**src/hdl/b58_pkg.sv**
```systemverilog
// Shared types, constants and alphabet lookup for the base-58 encoder.
`timescale 1ns / 1ps

package b58_pkg;

  // Field widths of the item and result ports
  localparam int BYTE_W  = 8;
  localparam int DIGIT_W = 6;
  localparam int SYM_W   = 7;
  localparam int LEN_W   = 7;

  // Message size and digit store sizing (digits = bytes * log(256)/log(58), rounded up)
  localparam int MAX_BYTES_DEF = 32;
  localparam int DIG_NUM       = 138;
  localparam int DIG_DEN       = 100;

  // Division by 58 as a reciprocal multiply: floor(x * 1130 / 2^16) is exact for x < 2^14
  localparam int BASE       = 58;
  localparam int RECIP_MUL  = 1130;
  localparam int RECIP_SH   = 16;
  localparam int RECIP_W    = 11;

  // Depth of the command queue between front and back
  localparam int CMD_DEPTH = 2;

  // Configuration port
  localparam int CFG_IDX_W  = 1;
  localparam int CFG_DATA_W = 7;
  localparam logic [CFG_IDX_W-1:0] CFG_ALPHA_SEL = 1'b0;
  localparam logic [CFG_IDX_W-1:0] CFG_OUT_CAP   = 1'b1;
  localparam logic [LEN_W-1:0]     CAP_RESET     = 7'd65;

  // Alphabets, first character in the top byte
  localparam int ALPHA_LEN = 58;
  localparam logic [ALPHA_LEN*8-1:0] STD_ALPHA =
    "123456789ABCDEFGHJKLMNPQRSTUVWXYZabcdefghijkmnopqrstuvwxyz";
  localparam logic [ALPHA_LEN*8-1:0] ALT_ALPHA =
    "rpshnaf39wBUDNEGHJKLM4PQRST7VWXYZ2bcdeCg65jkm8oFqi1tuvAxyz";

  typedef struct packed {
    logic [BYTE_W-1:0] data_byte;
    logic              last_byte;
  } in_t;

  typedef struct packed {
    logic [SYM_W-1:0] symbol;
    logic             last_symbol;
    logic             too_small;
    logic [LEN_W-1:0] required_len;
  } res_t;

  // Work handed from front to back
  typedef struct packed {
    logic [BYTE_W-1:0] data_byte;
    logic              fold;     // fold this byte into the digit store
    logic              finish;   // message ends after this command
    logic [LEN_W-1:0]  lzc;      // leading zero bytes of the message so far
  } cmd_t;

  // ASCII code of digit d in the selected alphabet
  function automatic logic [SYM_W-1:0] alpha_char(input logic sel,
                                                  input logic [DIGIT_W-1:0] d);
    logic [DIGIT_W-1:0] idx;
    logic [7:0]         c;
    idx = DIGIT_W'(ALPHA_LEN - 1) - d;
    if (d > DIGIT_W'(ALPHA_LEN - 1)) begin
      c = 8'd0;
    end else if (sel) begin
      c = ALT_ALPHA[{idx, 3'b000} +: 8];
    end else begin
      c = STD_ALPHA[{idx, 3'b000} +: 8];
    end
    return c[SYM_W-1:0];
  endfunction

endpackage

```
**src/hdl/base58_encoder.sv**
```systemverilog
// Top level of the base-58 encoder: configuration registers and block wiring.
`timescale 1ns / 1ps

// Bytes of a message go in on start_i while busy_o is low, most significant
// first, with last_byte on the final one. Leading zero bytes and bytes past
// MAX_BYTES stay in the front and are not folded. Every other byte is folded
// into the digit store by one multiply-add-divide-by-58 step that handles one
// digit per cycle; the length of a fold is set by how many digits are already
// significant. A two-entry command queue lets the front take further bytes
// while a fold runs; busy_o rises when it is full. After the last byte the
// engine checks the length, then gives its results one per cycle: one
// leading '1'-class character per zero byte, then (after a memory read) the
// significant digits; the store is then cleared. Results appear on res_o for
// one cycle with res_strobe_o high and cannot be held off, so the receiver
// must take them as they come. On a capacity shortfall a single result with
// too_small set is given. The user must write configuration through
// cfg_we_i/cfg_idx_i/cfg_data_i while idle; the block does not enforce it.
module base58_encoder #(
  parameter int MAX_BYTES = b58_pkg::MAX_BYTES_DEF
) (
  input  logic                          clk_i,
  input  logic                          rst_ni,
  input  logic                          start_i,
  input  b58_pkg::in_t                  in_i,
  output logic                          busy_o,
  output b58_pkg::res_t                 res_o,
  output logic                          res_strobe_o,
  input  logic                          cfg_we_i,
  input  logic [b58_pkg::CFG_IDX_W-1:0] cfg_idx_i,
  input  logic [b58_pkg::CFG_DATA_W-1:0] cfg_data_i
);

  logic                       alpha_sel_q;
  logic [b58_pkg::LEN_W-1:0]  capacity_q;

  logic                       fifo_full;
  logic                       fifo_empty;
  logic                       fifo_push;
  logic                       fifo_pop;
  b58_pkg::cmd_t              push_cmd;
  b58_pkg::cmd_t              pop_cmd;

  // Configuration registers
  always_ff @(posedge clk_i or negedge rst_ni) begin
    if (!rst_ni) begin
      alpha_sel_q <= 1'b0;
      capacity_q  <= b58_pkg::CAP_RESET;
    end else if (cfg_we_i) begin
      case (cfg_idx_i)
        b58_pkg::CFG_ALPHA_SEL: alpha_sel_q <= cfg_data_i[0];
        b58_pkg::CFG_OUT_CAP:   capacity_q  <= cfg_data_i[b58_pkg::LEN_W-1:0];
        default: begin
        end
      endcase
    end
  end

  b58_front #(
    .MAX_BYTES (MAX_BYTES)
  ) u_front (
    .clk_i   (clk_i),
    .rst_ni  (rst_ni),
    .start_i (start_i),
    .in_i    (in_i),
    .busy_o  (busy_o),
    .full_i  (fifo_full),
    .push_o  (fifo_push),
    .cmd_o   (push_cmd)
  );

  b58_cmd_fifo u_fifo (
    .clk_i       (clk_i),
    .rst_ni      (rst_ni),
    .push_i      (fifo_push),
    .push_data_i (push_cmd),
    .full_o      (fifo_full),
    .pop_i       (fifo_pop),
    .pop_data_o  (pop_cmd),
    .empty_o     (fifo_empty)
  );

  b58_back #(
    .MAX_BYTES (MAX_BYTES)
  ) u_back (
    .clk_i        (clk_i),
    .rst_ni       (rst_ni),
    .cmd_i        (pop_cmd),
    .empty_i      (fifo_empty),
    .pop_o        (fifo_pop),
    .alpha_sel_i  (alpha_sel_q),
    .capacity_i   (capacity_q),
    .res_o        (res_o),
    .res_strobe_o (res_strobe_o)
  );

endmodule

```
**src/hdl/b58_front.sv**
```systemverilog
// Front end: takes message bytes, counts leading zeros and issues commands.
`timescale 1ns / 1ps

module b58_front #(
  parameter int MAX_BYTES = b58_pkg::MAX_BYTES_DEF
) (
  input  logic            clk_i,
  input  logic            rst_ni,
  input  logic            start_i,
  input  b58_pkg::in_t    in_i,
  output logic            busy_o,
  input  logic            full_i,
  output logic            push_o,
  output b58_pkg::cmd_t   cmd_o
);

  localparam int CW = $clog2(MAX_BYTES + 1);

  logic [CW-1:0] cnt_q, cnt_d;
  logic [CW-1:0] lzc_q, lzc_d;
  logic          seen_q, seen_d;

  logic          accept;
  logic          counted;
  logic          is_lz;
  logic          do_fold;
  logic [CW-1:0] lzc_inc;

  assign busy_o  = full_i;
  assign accept  = start_i && !full_i;

  // Classify the byte: ignored past the limit, leading zero, or folded
  assign counted = cnt_q < CW'(MAX_BYTES);
  assign is_lz   = counted && !seen_q && (in_i.data_byte == '0);
  assign do_fold = counted && !is_lz;
  assign lzc_inc = lzc_q + CW'(is_lz);

  // Only folds and message ends need the back end
  assign push_o          = accept && (do_fold || in_i.last_byte);
  assign cmd_o.data_byte = in_i.data_byte;
  assign cmd_o.fold      = do_fold;
  assign cmd_o.finish    = in_i.last_byte;
  assign cmd_o.lzc       = b58_pkg::LEN_W'(lzc_inc);

  // Per-message counters, cleared by the last byte
  always_comb begin
    cnt_d  = cnt_q;
    lzc_d  = lzc_q;
    seen_d = seen_q;
    if (accept) begin
      if (in_i.last_byte) begin
        cnt_d  = '0;
        lzc_d  = '0;
        seen_d = 1'b0;
      end else if (counted) begin
        cnt_d = cnt_q + CW'(1);
        lzc_d = lzc_inc;
        if (!is_lz) begin
          seen_d = 1'b1;
        end
      end
    end
  end

  always_ff @(posedge clk_i or negedge rst_ni) begin
    if (!rst_ni) begin
      cnt_q  <= '0;
      lzc_q  <= '0;
      seen_q <= 1'b0;
    end else begin
      cnt_q  <= cnt_d;
      lzc_q  <= lzc_d;
      seen_q <= seen_d;
    end
  end

endmodule

```
**src/hdl/b58_cmd_fifo.sv**
```systemverilog
// Short command queue between the front end and the digit engine.
`timescale 1ns / 1ps

module b58_cmd_fifo (
  input  logic          clk_i,
  input  logic          rst_ni,
  input  logic          push_i,
  input  b58_pkg::cmd_t push_data_i,
  output logic          full_o,
  input  logic          pop_i,
  output b58_pkg::cmd_t pop_data_o,
  output logic          empty_o
);

  localparam int DEPTH = b58_pkg::CMD_DEPTH;
  localparam int PW    = (DEPTH > 1) ? $clog2(DEPTH) : 1;
  localparam int NW    = $clog2(DEPTH + 1);

  b58_pkg::cmd_t entry_q [DEPTH];
  logic [PW-1:0] wr_ptr_q, rd_ptr_q;
  logic [NW-1:0] fill_q;
  logic          do_push, do_pop;

  assign full_o     = fill_q == NW'(DEPTH);
  assign empty_o    = fill_q == '0;
  assign do_push    = push_i && !full_o;
  assign do_pop     = pop_i && !empty_o;
  assign pop_data_o = entry_q[rd_ptr_q];

  // Storage
  always_ff @(posedge clk_i) begin
    if (do_push) begin
      entry_q[wr_ptr_q] <= push_data_i;
    end
  end

  // Pointers and fill level
  always_ff @(posedge clk_i or negedge rst_ni) begin
    if (!rst_ni) begin
      wr_ptr_q <= '0;
      rd_ptr_q <= '0;
      fill_q   <= '0;
    end else begin
      if (do_push) begin
        wr_ptr_q <= (wr_ptr_q == PW'(DEPTH - 1)) ? '0 : wr_ptr_q + PW'(1);
      end
      if (do_pop) begin
        rd_ptr_q <= (rd_ptr_q == PW'(DEPTH - 1)) ? '0 : rd_ptr_q + PW'(1);
      end
      if (do_push && !do_pop) begin
        fill_q <= fill_q + NW'(1);
      end else if (do_pop && !do_push) begin
        fill_q <= fill_q - NW'(1);
      end
    end
  end

endmodule

```
**src/hdl/b58_back.sv**
```systemverilog
// Digit engine: folds bytes into the base-58 store and emits the characters.
`timescale 1ns / 1ps

module b58_back #(
  parameter int MAX_BYTES = b58_pkg::MAX_BYTES_DEF
) (
  input  logic                       clk_i,
  input  logic                       rst_ni,
  input  b58_pkg::cmd_t              cmd_i,
  input  logic                       empty_i,
  output logic                       pop_o,
  input  logic                       alpha_sel_i,
  input  logic [b58_pkg::LEN_W-1:0]  capacity_i,
  output b58_pkg::res_t              res_o,
  output logic                       res_strobe_o
);

  localparam int DIGITS = MAX_BYTES * b58_pkg::DIG_NUM / b58_pkg::DIG_DEN + 1;
  localparam int IW     = $clog2(DIGITS);
  localparam int FW     = $clog2(DIGITS + 1);
  localparam int DW     = b58_pkg::DIGIT_W;
  localparam int BW     = b58_pkg::BYTE_W;
  localparam int LW     = b58_pkg::LEN_W;
  localparam int XW     = DW + BW;
  localparam int PRW    = XW + b58_pkg::RECIP_W;

  localparam logic [2:0] ST_IDLE   = 3'd0;
  localparam logic [2:0] ST_SWEEP  = 3'd1;
  localparam logic [2:0] ST_CHECK  = 3'd2;
  localparam logic [2:0] ST_ZERO   = 3'd3;
  localparam logic [2:0] ST_DPRIME = 3'd4;
  localparam logic [2:0] ST_DIGIT  = 3'd5;
  localparam logic [2:0] ST_DONE   = 3'd6;

  logic [2:0]          state_q, state_d;
  b58_pkg::cmd_t       cmd_q, cmd_d;
  logic [IW-1:0]       j_q, j_d;
  logic [BW-1:0]       carry_q, carry_d;
  logic [IW-1:0]       top_q, top_d;
  logic [FW-1:0]       fnz_q, fnz_d;
  logic [LW-1:0]       zc_q, zc_d;
  logic [IW-1:0]       k_q, k_d;
  logic [LW-1:0]       req_q, req_d;
  b58_pkg::res_t       res_q, res_d;
  logic                strobe_q, strobe_d;

  // Digit store with one valid flag per entry
  logic [DW-1:0]       mem [DIGITS];
  logic [DIGITS-1:0]   valid_q;
  logic [DW-1:0]       rdata_q;
  logic                rvalid_q;
  logic                mem_we;
  logic [IW-1:0]       mem_waddr;
  logic [DW-1:0]       mem_wdata;
  logic [IW-1:0]       mem_raddr;
  logic                clr_valid;

  logic [DW-1:0]       cur_digit;
  logic [XW-1:0]       x;
  logic [PRW-1:0]      prod;
  logic [BW-1:0]       quo;
  logic [XW-1:0]       quo_x58;
  logic [XW-1:0]       rem;
  logic                go;
  logic [FW-1:0]       sig;
  logic [LW:0]         required;

  // One multiply-add-divmod step: x = digit * 256 + carry
  assign cur_digit = rvalid_q ? rdata_q : '0;
  assign x         = {cur_digit, carry_q};
  assign prod      = PRW'(x) * PRW'(b58_pkg::RECIP_MUL);
  assign quo       = prod[b58_pkg::RECIP_SH +: BW];
  assign quo_x58   = XW'(quo) * XW'(b58_pkg::BASE);
  assign rem       = x - quo_x58;
  assign go        = (j_q > top_q) || (carry_q != '0);

  // Length of the encoding, terminator slot included
  assign sig      = FW'(DIGITS) - fnz_q;
  assign required = {1'b0, cmd_q.lzc} + (LW + 1)'(sig) + (LW + 1)'(1);

  assign res_o        = res_q;
  assign res_strobe_o = strobe_q;

  // Sequencer
  always_comb begin
    state_d   = state_q;
    cmd_d     = cmd_q;
    j_d       = j_q;
    carry_d   = carry_q;
    top_d     = top_q;
    fnz_d     = fnz_q;
    zc_d      = zc_q;
    k_d       = k_q;
    req_d     = req_q;
    res_d     = res_q;
    strobe_d  = 1'b0;
    pop_o     = 1'b0;
    mem_we    = 1'b0;
    mem_waddr = j_q;
    mem_wdata = rem[DW-1:0];
    mem_raddr = '0;
    clr_valid = 1'b0;
    case (state_q)
      ST_IDLE: begin
        if (!empty_i) begin
          pop_o = 1'b1;
          cmd_d = cmd_i;
          if (cmd_i.fold) begin
            j_d       = IW'(DIGITS - 1);
            carry_d   = cmd_i.data_byte;
            mem_raddr = IW'(DIGITS - 1);
            state_d   = ST_SWEEP;
          end else begin
            state_d = ST_CHECK;
          end
        end
      end
      ST_SWEEP: begin
        if (!go) begin
          top_d   = j_q;
          state_d = cmd_q.finish ? ST_CHECK : ST_IDLE;
        end else begin
          mem_we = 1'b1;
          if ((rem[DW-1:0] != '0) && (FW'(j_q) < fnz_q)) begin
            fnz_d = FW'(j_q);
          end
          if (j_q == '0) begin
            top_d   = '0;
            state_d = cmd_q.finish ? ST_CHECK : ST_IDLE;
          end else begin
            j_d       = j_q - IW'(1);
            carry_d   = quo;
            mem_raddr = j_q - IW'(1);
          end
        end
      end
      ST_CHECK: begin
        req_d = required[LW-1:0];
        zc_d  = cmd_q.lzc;
        if ({1'b0, capacity_i} < required) begin
          strobe_d           = 1'b1;
          res_d.symbol       = '0;
          res_d.last_symbol  = 1'b1;
          res_d.too_small    = 1'b1;
          res_d.required_len = required[LW-1:0];
          state_d            = ST_DONE;
        end else if (cmd_q.lzc != '0) begin
          state_d = ST_ZERO;
        end else begin
          state_d = ST_DPRIME;
        end
      end
      ST_ZERO: begin
        strobe_d           = 1'b1;
        res_d.symbol       = b58_pkg::alpha_char(alpha_sel_i, '0);
        res_d.last_symbol  = (zc_q == LW'(1)) && (sig == '0);
        res_d.too_small    = 1'b0;
        res_d.required_len = req_q;
        zc_d               = zc_q - LW'(1);
        if (zc_q == LW'(1)) begin
          state_d = (sig == '0) ? ST_DONE : ST_DPRIME;
        end
      end
      ST_DPRIME: begin
        k_d       = fnz_q[IW-1:0];
        mem_raddr = fnz_q[IW-1:0];
        state_d   = ST_DIGIT;
      end
      ST_DIGIT: begin
        strobe_d           = 1'b1;
        res_d.symbol       = b58_pkg::alpha_char(alpha_sel_i, cur_digit);
        res_d.last_symbol  = k_q == IW'(DIGITS - 1);
        res_d.too_small    = 1'b0;
        res_d.required_len = req_q;
        if (k_q == IW'(DIGITS - 1)) begin
          state_d = ST_DONE;
        end else begin
          k_d       = k_q + IW'(1);
          mem_raddr = k_q + IW'(1);
        end
      end
      ST_DONE: begin
        // Message state back to empty
        clr_valid = 1'b1;
        top_d     = IW'(DIGITS - 1);
        fnz_d     = FW'(DIGITS);
        state_d   = ST_IDLE;
      end
      default: begin
        state_d = ST_IDLE;
      end
    endcase
  end

  // Digit store ports, read data registered
  always_ff @(posedge clk_i) begin
    if (mem_we) begin
      mem[mem_waddr] <= mem_wdata;
    end
    rdata_q  <= mem[mem_raddr];
    rvalid_q <= valid_q[mem_raddr];
  end

  // Valid flags: set on write, all dropped at message end
  always_ff @(posedge clk_i or negedge rst_ni) begin
    if (!rst_ni) begin
      valid_q <= '0;
    end else if (clr_valid) begin
      valid_q <= '0;
    end else if (mem_we) begin
      valid_q[mem_waddr] <= 1'b1;
    end
  end

  // Control state
  always_ff @(posedge clk_i or negedge rst_ni) begin
    if (!rst_ni) begin
      state_q  <= ST_IDLE;
      top_q    <= IW'(DIGITS - 1);
      fnz_q    <= FW'(DIGITS);
      zc_q     <= '0;
      k_q      <= '0;
      j_q      <= '0;
      strobe_q <= 1'b0;
    end else begin
      state_q  <= state_d;
      top_q    <= top_d;
      fnz_q    <= fnz_d;
      zc_q     <= zc_d;
      k_q      <= k_d;
      j_q      <= j_d;
      strobe_q <= strobe_d;
    end
  end

  // Payload registers
  always_ff @(posedge clk_i) begin
    cmd_q   <= cmd_d;
    carry_q <= carry_d;
    req_q   <= req_d;
    res_q   <= res_d;
  end

endmodule
```
**config.mk**
```make
export PLATFORM = sky130hd
export DESIGN_NAME = base58_encoder
export DESIGN_NICKNAME = d
export VERILOG_FILES = /design/src/hdl/b58_pkg.sv /design/src/hdl/base58_encoder.sv /design/src/hdl/b58_front.sv /design/src/hdl/b58_cmd_fifo.sv /design/src/hdl/b58_back.sv
export SDC_FILE = /design/constraint.sdc
export NUM_CORES = 1
export LEC_CHECK = 0
export ABC_AREA = 0
export BUFFER_PORTS_ARGS = -buffer_cell sky130_fd_sc_hd__buf_2
export CORE_AREA = 2 2 182 362
export CTS_CLUSTER_SIZE = 40
export DETAILED_ROUTE_END_ITERATION = 6
export DIE_AREA = 0 0 184 364
export SLEW_MARGIN = 10
export SYNTH_ARGS = -nofsm -noshare
export SYNTH_HDL_FRONTEND = slang
export SYNTH_SLANG_ARGS = --single-unit
```
**constraint.sdc**
```tcl
create_clock -name clk_i -period 11.45 [get_ports clk_i]
set_clock_uncertainty 0.2 [all_clocks]
set_input_delay 0 -clock clk_i [delete_from_list [all_inputs] [get_ports clk_i]]
set_output_delay 0 -clock clk_i [all_outputs]
set_load 0.01 [all_outputs]
```
==> results.ini <==
[placement]
io_buffers=38
hpwl_um=38000
dp_cells=2777
dp_slack_ns=2.67
place.gp.congestion=0.850

[critical_path]
worstReg2RegStart=u_back.rdata_q[0]
critPathRequiredTime_ns=11.66
path_max_fanout=46
r2r_cells=28
worst-setup-path-type=reg -> reg
regToRegEndpoint=u_back.fnz_q[4]
cp-start-kind=flip-flop
timing.critical_path.mode_cell=ha_1
cp-end-kind=flip-flop
cp_data_arrival_time_ns=9.00
ff2ff_setup_slack_ns=2.66
cp_slowest_stage_delay_ns=0.73
slowest_stage=o41ai_4

[drt]
drc=0
drt-met1-wl_um=25600
first_pass_iters=6
routed_wirelength_um=57200
routedWlPerCell_um=19.9
highest_layer=met4
vias_per_cell=5.40
wl_met3_um=2860
drt.antenna.violating_nets=0
vias=15600
first_iter_violations=1467
met2_length_um=27300

[cts]
clock_latency_ns=0.56
cts-resized-gates=0
cts.sinks=452
htree_levels=2
cts.path.max_buffers=3
root_buffer=clkbuf_16
cts_tree=yes
cts_buffers=43
clkTransAtPathRegs_ns=0.06

[synthesis]
syn_nets=2182
yosysSeqAreaShare_pct=56.7
syn_area_sq_mm=0.0229
synth_flop_cell=edfxtp_1
synth_commonest_cells=edfxtp_1, nand2_1, nor2_1
yosys_warnings=0
synth.most_common_cell=edfxtp_1
synth.avg_cell_area_sq_um=11.4
synthTopCellsByArea=edfxtp_1, dfrtp_1, ha_1, nand2_1, nor2_1
synth_edf_count=340
synth_top_area_share_pct=44.5
synth_cell_types=79
synthCells=2009
ys_ff_latch=452
synthArstFlopShare_pct=23.2
synth_top_cell_by_area=edfxtp_1

[finish]
drive_above_1_share_pct=9.19
diodes=0
fin_cells=2883
area_delta_synth_final_pct=11.9
fin_nets=2218

[grt]
grt_pass1_wl_um=89900
gr-total-overflow=0
grt_start_max_net_pins=57
track_usage_pct=17.3
grt_pass1_vias=15400
antenna_found_initial=0

[floorplan]
die_area_sq_mm=0.0670
io_pins=39
fp.dieW_um=184
start_util_pct=35.6
rows=132
core_area_sq_mm=0.0644
die_h_um=364

[min_path]
hold_end=capacity_q[6]
hp-start=cfg_we_i
hold_class=in -> reg
worstHoldPathCells=3

[timing]
finalSetupTns_ns=0
tightest_slew_ns=1.01
rsz0062_at_grt=no
period_share_pct=76.8
clock.fmax_mhz=114
max-slew-margin-rel_pct=32.4
period_needed_ns=8.79
hold_viol_final=0
fin_ws_ns=2.66
maxSlewViolCount=0
finalSetupViolCount=0

[outcome]
status=finished, final reports clean

[run]
max_cap_violations=0

[layout by cell type (no fill, tap or decap), types with 14 or more instances in the layout]
cell type and count:
a211oi_1 20, a21oi_1 73, a22o_1 15, a31oi_1 22
and3_1 14, buf_2 37, buf_4 27, clkbuf_1 15
clkbuf_16 44, dfrtp_1 96, dlygate4sd3_1 26, edfxtp_1 340
fa_1 28, ha_1 123, inv_1 131, mux2_2 33
mux2i_1 72, nand2_1 244, nand2b_1 14, nand3_1 64
nor2_1 196, nor3_1 33, o211ai_1 15, o21ai_0 85
o22ai_1 33, xnor2_1 35
[flip-flops by register name (all words and copies together), names as in the netlist, 2 cells and up]
signal          count
capacity_q          7
u_back.carry_q      8
u_back.cmd_q        7
u_back.fnz_q        6
u_back.j_q          6
u_back.k_q          6
u_back.mem        270
u_back.rdata_q      6
u_back.req_q        7
u_back.res_o       16
u_back.state_q      3
u_back.top_q        6
u_back.valid_q     45
u_back.zc_q         7
u_fifo.entry_q     32
u_fifo.fill_q       2
u_front.cnt_q       6
u_front.lzc_q       6
[cell families after synthesis]
| group | share of synthesized area [%] |
|---|---|
| XOR/XNOR | 2.08 |
| AND/OR/NAND/NOR | 11.9 |
| buffers and inverters | 4.04 |
| multiplexers | 4.76 |
| flip-flops | 56.7 |
| adder cells (fa/ha/maj) | 9.25 |
| AO/OA/AOI/OAI | 11.3 |
[metrics by stage]
stage	utilization [%]	instance area (sq um)	hold WS, ns
after floorplan	-	22900	-0.496
after global placement	37.3	24000	-0.123
after detailed placement	37.3	24000	-0.125
after CTS	39.8	25700	0.00163
after global routing	39.8	25700	0.00882
final	39.8	25700	0.0169
[worst max-delay path by stage]
stage                                 start               to  slack [ns]  cells past startpoint
final                     u_back.rdata_q[0]  u_back.fnz_q[4]        2.66                     28
after global routing      u_back.rdata_q[0]  u_back.fnz_q[1]        2.02                     28
after CTS                 u_back.rdata_q[0]  u_back.fnz_q[4]        2.66                     28
after detailed placement  u_back.rdata_q[0]  u_back.fnz_q[4]        2.67                     28
after global placement    u_back.rdata_q[0]  u_back.fnz_q[4]        2.80                     28
after floorplan           u_back.rdata_q[0]  u_back.fnz_q[1]        3.62                     30
[critical path: cells and delay by family (launching register included)]
family	cells	cell delay, ns
compound gates	5	1.76
mux	1	0.26
xor+xnor	5	1.38
flops	1	0.69
simple gates	3	0.69
fa+ha+maj	9	3.21
buf+inv	5	0.43
[what timing repair did]
action,4_1_cts,5_1_grt
setup endpoints to repair,0,0
hold buffers,27,0
buffers inserted,0,0
endpoints found under the hold margin,93,0
[final cells by class]
| cell class | count | area (sq um) |
|---|---|---|
| Fill cell | 6123 | 38700 |
| Sequential cell | 452 | 13000 |
| Multi-Input combinational cell | 1324 | 9120 |
| Clock buffer | 64 | 1230 |
| Tap cell | 804 | 1010 |
| Timing Repair Buffer | 91 | 676 |
| Inverter | 133 | 499 |
| Clock inverter | 15 | 149 |
[routing by layer]
layer	vias to the layer above	global-route usage (%)
met5	-	0
met4	0	4.96
met3	89	2.27
met2	407	28.4
met1	7729	23.9
li1	7335	-
Power is not shown: default switching activity piles up to over one toggle a cycle in this logic, so the estimate is an artifact.
